File: config.mk
export PLATFORM = sky130hd
export DESIGN_NAME = vectored_interrupt_controller_flat
export DESIGN_NICKNAME = d
export VERILOG_FILES = /design/src/vic_pkg.sv /design/src/vic_req_if.sv /design/src/vic_rsp_if.sv /design/src/vectored_interrupt_controller.sv /design/src/flat_wrapper.sv
export VERILOG_INCLUDE_DIRS = /design/src /design/src/src
export SDC_FILE = /design/constraint.sdc
export NUM_CORES = 1
export LEC_CHECK = 0
export BUFFER_PORTS_ARGS = -buffer_cell sky130_fd_sc_hd__buf_4
export CORE_MARGIN = 2
export CORE_UTILIZATION = 50
export DETAILED_ROUTE_END_ITERATION = 10
export PLACE_DENSITY = 0.68
export SLEW_MARGIN = 20
export SYNTH_ARGS = -nofsm -noshare
export SYNTH_HDL_FRONTEND = slang
export SYNTH_SLANG_ARGS = --single-unit
File: constraint.sdc
create_clock -name clk_i -period 5.7 [get_ports clk_i]
set_clock_uncertainty 0.05 [all_clocks]
set_input_delay 1.14 -clock clk_i [delete_from_list [all_inputs] [get_ports clk_i]]
set_output_delay 1.14 -clock clk_i [all_outputs]
set_load 0.1 [all_outputs]
File: src/assert_macros.svh
// Assertion macros shared by the interrupt controller RTL.
// Depends on nothing; included by files that carry concurrent checks.
`ifndef ASSERT_MACROS_SVH
`define ASSERT_MACROS_SVH

// Check a property on an explicit clock and active-low reset.
`define VIC_ASSERT_CLK(lbl, clk, rst_n, prop, msg) \
  lbl: assert property (@(posedge clk) disable iff (!rst_n) (prop)) else $error(msg);

// Check a property on the usual clk_i / rst_ni pair.
`define VIC_ASSERT(lbl, prop, msg) \
  `VIC_ASSERT_CLK(lbl, clk_i, rst_ni, prop, msg)

`endif

File: src/vic_pkg.sv
// Types and constants of the vectored interrupt controller.
// No dependencies; used by the request interface and the top level.
`default_nettype none

package vic_pkg;

  localparam int unsigned NumChannels = 16;
  localparam int unsigned ChanW       = 4;
  localparam int unsigned NumPins     = 8;

  typedef enum logic [1:0] {
    ACT_READ    = 2'd0,
    ACT_WRITE   = 2'd1,
    ACT_REQUEST = 2'd2,
    ACT_ACK     = 2'd3
  } action_e;

  // Register offsets (low six address bits)
  localparam logic [5:0] OFF_PORT     = 6'h01;
  localparam logic [5:0] OFF_EDGE     = 6'h03;
  localparam logic [5:0] OFF_DIR      = 6'h05;
  localparam logic [5:0] OFF_ENA_HI   = 6'h07;
  localparam logic [5:0] OFF_ENA_LO   = 6'h09;
  localparam logic [5:0] OFF_PEND_HI  = 6'h0B;
  localparam logic [5:0] OFF_PEND_LO  = 6'h0D;
  localparam logic [5:0] OFF_ISVC_HI  = 6'h0F;
  localparam logic [5:0] OFF_ISVC_LO  = 6'h11;
  localparam logic [5:0] OFF_MASK_HI  = 6'h13;
  localparam logic [5:0] OFF_MASK_LO  = 6'h15;
  localparam logic [5:0] OFF_VECTOR   = 6'h17;

  localparam logic [7:0] PortLatchReset  = 8'hFF;
  localparam logic [7:0] VectorBaseMask  = 8'hF0;
  localparam int unsigned SwEoiBit       = 3;

  // Channel served by each port pin
  localparam logic [ChanW-1:0] PinChannel [NumPins] = '{
    4'd0, 4'd1, 4'd2, 4'd3, 4'd6, 4'd7, 4'd14, 4'd15
  };

  typedef struct packed {
    logic             valid;
    logic [ChanW-1:0] chan;
  } elig_t;

endpackage

`default_nettype wire

File: src/vic_req_if.sv
// Request channel of the interrupt controller: valid/ready plus item fields.
// Depends on vic_pkg.
`default_nettype none

interface vic_req_if;
  logic            valid;
  logic            ready;
  vic_pkg::action_e action;
  logic [5:0]      reg_offset;
  logic [7:0]      write_data;
  logic [3:0]      src;
  logic [7:0]      pin_levels;

  modport source (output valid, action, reg_offset, write_data, src, pin_levels,
                  input ready);
  modport sink   (input valid, action, reg_offset, write_data, src, pin_levels,
                  output ready);
endinterface

`default_nettype wire

File: src/vic_rsp_if.sv
// Result channel of the interrupt controller: valid/ready plus result fields.
// Depends on nothing beyond the language.
`default_nettype none

interface vic_rsp_if;
  logic       valid;
  logic       ready;
  logic [7:0] read_data;
  logic       irq_active;
  logic [7:0] ack_vector;
  logic       ack_spurious;

  modport source (output valid, read_data, irq_active, ack_vector, ack_spurious,
                  input ready);
  modport sink   (input valid, read_data, irq_active, ack_vector, ack_spurious,
                  output ready);
endinterface

`default_nettype wire

File: src/vectored_interrupt_controller.sv
// Vectored interrupt controller top level: 16 prioritised channels, 8-bit port.
// Depends on vic_pkg, vic_req_if, vic_rsp_if and assert_macros.svh.
//
// Each request is a register read, a register write, a source request or an
// interrupt acknowledge, and yields exactly one result. A request is first
// captured in an input register; once the result register is free or being
// emptied, the register file is updated and the result (read data, IRQ level
// after the request, vector and spurious flag) is captured in a result
// register. A new request is accepted every cycle while results are taken
// without stall. While a result waits to be taken, the input register still
// takes one more request. Channel 15 has the highest priority; port pins
// 0..7 map to channels 0,1,2,3,6,7,14,15.
`default_nettype none
`include "assert_macros.svh"

module vectored_interrupt_controller (
  input  wire logic  clk_i,
  input  wire logic  rst_ni,
  vic_req_if.sink    req_i,
  vic_rsp_if.source  rsp_o
);

  // Find the highest pending, unmasked channel that outranks in-service ones
  function automatic vic_pkg::elig_t find_eligible(
    input logic [vic_pkg::NumChannels-1:0] pend,
    input logic [vic_pkg::NumChannels-1:0] msk,
    input logic [vic_pkg::NumChannels-1:0] isvc
  );
    logic [vic_pkg::NumChannels-1:0] cand;
    logic [vic_pkg::ChanW-1:0]       p_idx;
    logic [vic_pkg::ChanW-1:0]       s_idx;
    logic                            p_any;
    logic                            s_any;
    vic_pkg::elig_t                  r;
    cand  = pend & msk;
    p_idx = '0;
    s_idx = '0;
    p_any = 1'b0;
    s_any = 1'b0;
    for (int b = 0; b < vic_pkg::NumChannels; b++) begin
      if (cand[b]) begin
        p_idx = vic_pkg::ChanW'(b);
        p_any = 1'b1;
      end
      if (isvc[b]) begin
        s_idx = vic_pkg::ChanW'(b);
        s_any = 1'b1;
      end
    end
    r.valid = p_any && (!s_any || (p_idx > s_idx));
    r.chan  = p_idx;
    return r;
  endfunction

  // ---------------------------------------------------------------------
  // Input register
  // ---------------------------------------------------------------------
  logic             in_valid_q;
  vic_pkg::action_e act_q;
  logic [5:0]       off_q;
  logic [7:0]       wdata_q;
  logic [3:0]       src_q;
  logic [7:0]       pins_q;

  logic rsp_valid_q;
  logic advance;
  logic fire;

  // Advance when the result register is free or being emptied
  assign advance     = !rsp_valid_q || rsp_o.ready;
  assign fire        = in_valid_q && advance;
  assign req_i.ready = !in_valid_q || advance;

  always_ff @(posedge clk_i or negedge rst_ni) begin
    if (!rst_ni) begin
      in_valid_q <= 1'b0;
    end else if (req_i.ready) begin
      in_valid_q <= req_i.valid;
    end
  end

  always_ff @(posedge clk_i) begin
    if (req_i.valid && req_i.ready) begin
      act_q   <= req_i.action;
      off_q   <= req_i.reg_offset;
      wdata_q <= req_i.write_data;
      src_q   <= req_i.src;
      pins_q  <= req_i.pin_levels;
    end
  end

  // ---------------------------------------------------------------------
  // Controller state
  // ---------------------------------------------------------------------
  logic [7:0]                      port_latch_q, port_latch_d;
  logic [7:0]                      edge_sel_q, edge_sel_d;
  logic [7:0]                      pin_dir_q, pin_dir_d;
  logic [vic_pkg::NumChannels-1:0] enable_q, enable_d;
  logic [vic_pkg::NumChannels-1:0] pending_q, pending_d;
  logic [vic_pkg::NumChannels-1:0] mask_q, mask_d;
  logic [vic_pkg::NumChannels-1:0] in_svc_q, in_svc_d;
  logic [7:0]                      vector_q, vector_d;

  logic [7:0]     rd_data;
  logic [7:0]     ack_vec;
  logic           ack_spur;
  logic [7:0]     edge_changed;
  vic_pkg::elig_t elig_now;
  vic_pkg::elig_t elig_next;

  assign elig_now     = find_eligible(pending_q, mask_q, in_svc_q);
  assign edge_changed = edge_sel_q ^ wdata_q;

  always_comb begin
    port_latch_d = port_latch_q;
    edge_sel_d   = edge_sel_q;
    pin_dir_d    = pin_dir_q;
    enable_d     = enable_q;
    pending_d    = pending_q;
    mask_d       = mask_q;
    in_svc_d     = in_svc_q;
    vector_d     = vector_q;
    rd_data      = '0;
    ack_vec      = '0;
    ack_spur     = 1'b0;

    unique case (act_q)
      vic_pkg::ACT_READ: begin
        unique case (off_q)
          vic_pkg::OFF_PORT:    rd_data = (port_latch_q & pin_dir_q) | (pins_q & ~pin_dir_q);
          vic_pkg::OFF_EDGE:    rd_data = edge_sel_q;
          vic_pkg::OFF_DIR:     rd_data = pin_dir_q;
          vic_pkg::OFF_ENA_HI:  rd_data = enable_q[15:8];
          vic_pkg::OFF_ENA_LO:  rd_data = enable_q[7:0];
          vic_pkg::OFF_PEND_HI: rd_data = pending_q[15:8];
          vic_pkg::OFF_PEND_LO: rd_data = pending_q[7:0];
          vic_pkg::OFF_ISVC_HI: rd_data = in_svc_q[15:8];
          vic_pkg::OFF_ISVC_LO: rd_data = in_svc_q[7:0];
          vic_pkg::OFF_MASK_HI: rd_data = mask_q[15:8];
          vic_pkg::OFF_MASK_LO: rd_data = mask_q[7:0];
          vic_pkg::OFF_VECTOR:  rd_data = vector_q;
          default:              rd_data = '0;
        endcase
      end
      vic_pkg::ACT_WRITE: begin
        unique case (off_q)
          vic_pkg::OFF_PORT: port_latch_d = wdata_q;
          vic_pkg::OFF_EDGE: begin
            edge_sel_d = wdata_q;
            // Raise input pins whose newly selected edge is already present
            for (int b = 0; b < vic_pkg::NumPins; b++) begin
              if (!pin_dir_q[b] && edge_changed[b] && (pins_q[b] == wdata_q[b])) begin
                pending_d[vic_pkg::PinChannel[b]] = enable_q[vic_pkg::PinChannel[b]];
              end
            end
          end
          vic_pkg::OFF_DIR: pin_dir_d = wdata_q;
          vic_pkg::OFF_ENA_HI: begin
            enable_d  = {wdata_q, enable_q[7:0]};
            pending_d = pending_q & {wdata_q, enable_q[7:0]};
          end
          vic_pkg::OFF_ENA_LO: begin
            enable_d  = {enable_q[15:8], wdata_q};
            pending_d = pending_q & {enable_q[15:8], wdata_q};
          end
          vic_pkg::OFF_PEND_HI: pending_d = pending_q & {wdata_q, 8'hFF};
          vic_pkg::OFF_PEND_LO: pending_d = pending_q & {8'hFF, wdata_q};
          vic_pkg::OFF_ISVC_HI: in_svc_d  = in_svc_q & {wdata_q, 8'hFF};
          vic_pkg::OFF_ISVC_LO: in_svc_d  = in_svc_q & {8'hFF, wdata_q};
          vic_pkg::OFF_MASK_HI: mask_d    = {wdata_q, mask_q[7:0]};
          vic_pkg::OFF_MASK_LO: mask_d    = {mask_q[15:8], wdata_q};
          vic_pkg::OFF_VECTOR:  vector_d  = wdata_q;
          default: ;
        endcase
      end
      vic_pkg::ACT_REQUEST: begin
        // Enabled channel goes pending, disabled one drops its pending bit
        pending_d[src_q] = enable_q[src_q];
      end
      vic_pkg::ACT_ACK: begin
        if (elig_now.valid) begin
          pending_d[elig_now.chan] = 1'b0;
          in_svc_d[elig_now.chan]  = vector_q[vic_pkg::SwEoiBit];
          ack_vec = (vector_q & vic_pkg::VectorBaseMask) | {4'b0, elig_now.chan};
        end else begin
          ack_spur = 1'b1;
        end
      end
      default: ;
    endcase
  end

  // IRQ level as seen after this request
  assign elig_next = find_eligible(pending_d, mask_d, in_svc_d);

  always_ff @(posedge clk_i or negedge rst_ni) begin
    if (!rst_ni) begin
      port_latch_q <= vic_pkg::PortLatchReset;
      edge_sel_q   <= '0;
      pin_dir_q    <= '0;
      enable_q     <= '0;
      pending_q    <= '0;
      mask_q       <= '0;
      in_svc_q     <= '0;
      vector_q     <= '0;
    end else if (fire) begin
      port_latch_q <= port_latch_d;
      edge_sel_q   <= edge_sel_d;
      pin_dir_q    <= pin_dir_d;
      enable_q     <= enable_d;
      pending_q    <= pending_d;
      mask_q       <= mask_d;
      in_svc_q     <= in_svc_d;
      vector_q     <= vector_d;
    end
  end

  // ---------------------------------------------------------------------
  // Result register
  // ---------------------------------------------------------------------
  logic [7:0] rd_data_q;
  logic       irq_q;
  logic [7:0] ack_vec_q;
  logic       ack_spur_q;

  always_ff @(posedge clk_i or negedge rst_ni) begin
    if (!rst_ni) begin
      rsp_valid_q <= 1'b0;
    end else if (advance) begin
      rsp_valid_q <= in_valid_q;
    end
  end

  always_ff @(posedge clk_i) begin
    if (fire) begin
      rd_data_q  <= rd_data;
      irq_q      <= elig_next.valid;
      ack_vec_q  <= ack_vec;
      ack_spur_q <= ack_spur;
    end
  end

  assign rsp_o.valid        = rsp_valid_q;
  assign rsp_o.read_data    = rd_data_q;
  assign rsp_o.irq_active   = irq_q;
  assign rsp_o.ack_vector   = ack_vec_q;
  assign rsp_o.ack_spurious = ack_spur_q;

  // ---------------------------------------------------------------------
  // Checks
  // ---------------------------------------------------------------------
  `VIC_ASSERT(a_pend_needs_enable, ((pending_q & ~enable_q) == '0), "pending bit on disabled channel")
  `VIC_ASSERT(a_spur_no_vector, (rsp_valid_q && ack_spur_q) |-> (ack_vec_q == '0), "spurious ack with vector")
  `VIC_ASSERT(a_spur_no_irq, (rsp_valid_q && ack_spur_q) |-> !irq_q, "IRQ raised after spurious ack")
  `VIC_ASSERT(a_hold_on_stall, (in_valid_q && !advance) |=> (in_valid_q && $stable(pending_q)), "state moved while stalled")

endmodule

`default_nettype wire
File: src/flat_wrapper.sv
// flat-port wrapper written by rule: the top's interface ports become plain ports
module vectored_interrupt_controller_flat 
  (clk_i, rst_ni, req_i_valid, req_i_action, req_i_reg_offset, req_i_write_data, req_i_src, req_i_pin_levels, req_i_ready, rsp_o_valid, rsp_o_read_data, rsp_o_irq_active, rsp_o_ack_vector, rsp_o_ack_spurious, rsp_o_ready);
  vic_req_if req_i_i ();
  vic_rsp_if rsp_o_i ();
  input  wire logic clk_i;
  input  wire logic rst_ni;
  input wire logic [$bits(req_i_i.valid)-1:0] req_i_valid;
  input wire logic [$bits(req_i_i.action)-1:0] req_i_action;
  input wire logic [$bits(req_i_i.reg_offset)-1:0] req_i_reg_offset;
  input wire logic [$bits(req_i_i.write_data)-1:0] req_i_write_data;
  input wire logic [$bits(req_i_i.src)-1:0] req_i_src;
  input wire logic [$bits(req_i_i.pin_levels)-1:0] req_i_pin_levels;
  output wire logic [$bits(req_i_i.ready)-1:0] req_i_ready;
  output wire logic [$bits(rsp_o_i.valid)-1:0] rsp_o_valid;
  output wire logic [$bits(rsp_o_i.read_data)-1:0] rsp_o_read_data;
  output wire logic [$bits(rsp_o_i.irq_active)-1:0] rsp_o_irq_active;
  output wire logic [$bits(rsp_o_i.ack_vector)-1:0] rsp_o_ack_vector;
  output wire logic [$bits(rsp_o_i.ack_spurious)-1:0] rsp_o_ack_spurious;
  input wire logic [$bits(rsp_o_i.ready)-1:0] rsp_o_ready;
  assign req_i_i.valid = req_i_valid;
  assign req_i_i.action = req_i_action;
  assign req_i_i.reg_offset = req_i_reg_offset;
  assign req_i_i.write_data = req_i_write_data;
  assign req_i_i.src = req_i_src;
  assign req_i_i.pin_levels = req_i_pin_levels;
  assign req_i_ready = req_i_i.ready;
  assign rsp_o_valid = rsp_o_i.valid;
  assign rsp_o_read_data = rsp_o_i.read_data;
  assign rsp_o_irq_active = rsp_o_i.irq_active;
  assign rsp_o_ack_vector = rsp_o_i.ack_vector;
  assign rsp_o_ack_spurious = rsp_o_i.ack_spurious;
  assign rsp_o_i.ready = rsp_o_ready;
  vectored_interrupt_controller u_core (.clk_i(clk_i), .rst_ni(rst_ni), .req_i(req_i_i), .rsp_o(rsp_o_i));
endmodule
==> impl_metrics.json <==
{
  "timing.fmax_ghz": 0.184,
  "worstPathArrival_ns": 5.56,
  "synth_fp_nets": 1095,
  "utilization_pct": 58.2,
  "crit_required_ns": 5.83,
  "cap_violations": 0,
  "antenna_found_initial": 0,
  "overflow": 0,
  "n_antenna_cell": 0,
  "ys_async_sr_fraction_pct": 68.1,
  "start_kind": "register",
  "cp.depth": 22,
  "worstHoldPathType": "reg2reg",
  "gp_congestion": 0.993,
  "ys_seq_elements": 144,
  "hpwl_um": 28300,
  "synthDistinctLibCells": 97,
  "layout-drive-gt1-share_pct": 23.3,
  "synth_edf_count": 46,
  "clk_pin_slew_worst_paths_ns": 0.07,
  "crit_family": "compound AO/OA/AOI/OAI gates",
  "cts_tree": "built",
  "cts_sinks": 144,
  "start_util_pct": 50.7,
  "seq_area_frac_synth_pct": 39.2,
  "vias": 9819,
  "core_mm2": 0.0193,
  "drc": 0,
  "drtPass1Iterations": 7,
  "reg2reg_from": "u_core.pending_q[2]$_DFFE_PN0P_",
  "slew_viol_final": 0,
  "clk_path_buf_depth": 2,
  "ioPinCount": 52,
  "finalCritPeriodShare_pct": 95.2,
  "crit_chain": "a22o_1 -> a211o_1 -> and2_1 -> nor2_2 -> inv_1 -> ha_1 -> nor2b_1 -> o211ai_1 -> o2bb2ai_1 -> a2111oi_4 -> a21boi_1 -> o21ai_0 -> a21bo_2 -> a21oi_1 -> o211ai_1 -> ha_1 -> nor2b_1 -> o21ai_0 -> nand2b_1 -> a21oi_1 -> a41oi_1 -> o32a_1",
  "row_count": 51,
  "routedWlPerCell_um": 28.6,
  "startpoint": "u_core.pending_q[2]$_DFFE_PN0P_",
  "cts_max_level": 4,
  "die_w_um": 144,
  "yosys_warnings": 0,
  "hold_violations": 0,
  "period_minus_slack_ns": 5.42,
  "syn_inst": 1055,
  "cts_made_buffers": 17,
  "grt_max_degree": 61,
  "drtIter0Drc": 1459,
  "worstSetupEndpointType": "register",
  "die_h_um": 144,
  "clk_latency_ns": 0.43,
  "whs_path_depth": 2,
  "status": "finished, final reports clean",
  "cts_root_buffer": "clkbuf_16",
  "grt.total_usage_pct": 39.0,
  "p_per_area_mw_per_mm2": 355,
  "wl_um": 39600,
  "nets": 1147,
  "antenna_left": 0,
  "via_per_inst": 7.09,
  "total_power_mw": 4.00,
  "syn_area_mm2": 0.00981,
  "total_leakage_power_nw": 4.60,
  "slew_headroom_pct": 29.0,
  "crit_fanout": 9,
  "cp.buffers_inverters": 1,
  "criticalPathCategory": "reg2reg",
  "peakVddDrop_mv": 0.216,
  "syn_area_per_cell_um2": 9.30,
  "grt_pass1_vias": 9234,
  "critPathMaxStageDelay_ns": 0.48,
  "dieArea_mm2": 0.0208,
  "rr_worst_depth": 22,
  "yosys_most_used_dff": "dfrtp_1",
  "syn2layout_area_growth_pct": 14.6,
  "io_buffer_count": 51,
  "grt_pass1_wl_um": 59100,
  "finalSetupViolations": 0,
  "tightestPinTransition_ns": 1.06,
  "worstHoldStart": "u_core.port_latch_q[4]$_DFFE_PN1P_",
  "cp_slowest_cell": "dfrtp_1"
}
[logic make-up (layout without fill, tap and decap cells)]
family	after synthesis	count (layout)	share of synthesized area, %
compound gates	353	353	25.6
buf+inv	85	150	3.70
flops	144	144	39.2
simple gates	373	373	20.2
xor+xnor	2	2	0.179
mux	90	90	10.1
fa+ha+maj	8	8	1.02
[placed cells by master, fill, tap and decap left out, drive strengths merged, types with 18 or more instances in the layout]
cell    synthesis  final
a22oi          21     21
mux2           72     72
buf            16    104
a31oi          22     22
a221oi         20     20
a21oi          56     56
a22o           23     23
inv            13     20
nand3          45     45
nor2           80     80
o21ai          78     78
dfrtp          90     90
mux2i          18     18
nand2         113    113
clkbuf         55     22
edfxtp         46     46
[layer usage]
metal,share of wire [%],vias up,track usage [%]
li1,-,4162,-
met1,40,4758,53.3
met2,43,742,58.1
met3,12,157,10.2
met4,5.3,0,17.9
met5,0,-,0
[cells in the mapped netlist, types with 7 or more instances]
| cell | instances | area, µm² |
|---|---|---|
| inv_1 | 13 | 48.8 |
| a211oi_1 | 11 | 82.6 |
| mux2i_1 | 18 | 180 |
| clkbuf_1 | 55 | 206 |
| and3_1 | 14 | 87.6 |
| o211ai_1 | 13 | 97.6 |
| edfxtp_1 | 46 | 1380 |
| a22o_1 | 23 | 201 |
| buf_2 | 8 | 40.0 |
| nand2b_1 | 13 | 81.3 |
| nand3_1 | 44 | 220 |
| a21o_1 | 7 | 52.6 |
| dfrtp_1 | 90 | 2250 |
| a22oi_1 | 21 | 158 |
| a31oi_1 | 22 | 138 |
| nor2b_1 | 12 | 75.1 |
| a221oi_1 | 19 | 166 |
| o21a_1 | 7 | 52.6 |
| dfstp_2 | 8 | 210 |
| mux2_2 | 72 | 811 |
| a41oi_1 | 9 | 78.8 |
| nand4_1 | 13 | 81.3 |
| a21oi_1 | 54 | 270 |
| nand3b_1 | 9 | 67.6 |
| nor2_1 | 77 | 289 |
| nand2_1 | 113 | 424 |
| nor3_1 | 15 | 75.1 |
| o21ai_0 | 78 | 390 |
| and2_1 | 16 | 100 |
| ha_1 | 8 | 100 |
[stage by stage]
| stage | cells | setup WS (ns) | TNS, ns | hold slack [ns] | instance area [µm²] |
|---|---|---|---|---|---|
| final | 1385 | 0.276 | 0 | 0.436 | 11200 |
| after global routing | 1385 | -0.0352 | -0.0352 | 0.476 | 11200 |
| after CTS | 1384 | 0.251 | 0 | 0.434 | 11200 |
| after detailed placement | 1352 | 0.267 | 0 | 0.425 | 10600 |
| after global placement | 1352 | 0.367 | 0 | 0.420 | 10600 |
| after floorplan | 1055 | 0.776 | 0 | 0.407 | 9810 |
[final timing paths]
check	end	slack, ns
worst min-delay path	u_core.port_latch_q[4]$_DFFE_PN1P_	0.44
worst max-delay path	u_core.rsp_o.irq_active$_DFFE_PP_	0.28
min in group asynchronous	u_core.enable_q[13]$_DFFE_PN0P_	0.74
max in group asynchronous	u_core.mask_q[3]$_DFFE_PN0P_	3.75
worst min register to register	u_core.port_latch_q[4]$_DFFE_PN1P_	0.44
worst max register to register	u_core.rsp_o.irq_active$_DFFE_PP_	0.28
[what timing repair did]
| action | CTS | global route |
|---|---|---|
| hold buffers | 0 | 0 |
| endpoints found under the setup margin | 0 | 1 |
| setup buffers | 0 | 1 |
| gates resized for setup | 0 | 5 |
[layout make-up]
cell class | count | area (µm²)
tap | 265 | 332
timing repair buffer | 104 | 781
fill | 1745 | 8090
sequential | 144 | 3840
multi-input combinational | 826 | 5640
clock inverter | 10 | 82.6
clock buffer | 22 | 508
inverter | 14 | 52.6
[flip-flops by register name, indices dropped and copies added, names as in the netlist]
signal,count
u_core.mask_q,16
u_core.off_q,6
u_core.rsp_o.irq_active,1
u_core.in_svc_q,16
u_core.enable_q,16
u_core.in_valid_q,1
u_core.rsp_o.valid,1
u_core.src_q,4
u_core.act_q,2
u_core.port_latch_q,8
u_core.vector_q,8
u_core.edge_sel_q,8
u_core.pending_q,16
u_core.pins_q,8
u_core.rsp_o.read_data,8
u_core.rsp_o.ack_vector,8
u_core.pin_dir_q,8
u_core.wdata_q,8
u_core.rsp_o.ack_spurious,1
[worst min-delay path, cell delays in order (launching register included)]
cell,delay [ns]
dfstp_2,0.37
nand2_1,0.04
o21ai_0,0.07
[power by group]
group / switching (mW) / total, mW / internal (mW)
clock network: 0.488 / 1.13 / 0.646
logic: 0.975 / 1.50 / 0.528
registers: 0.177 / 1.36 / 1.18
total: 1.64 / 4.00 / 2.36
Power figures use the tool's default switching activity.
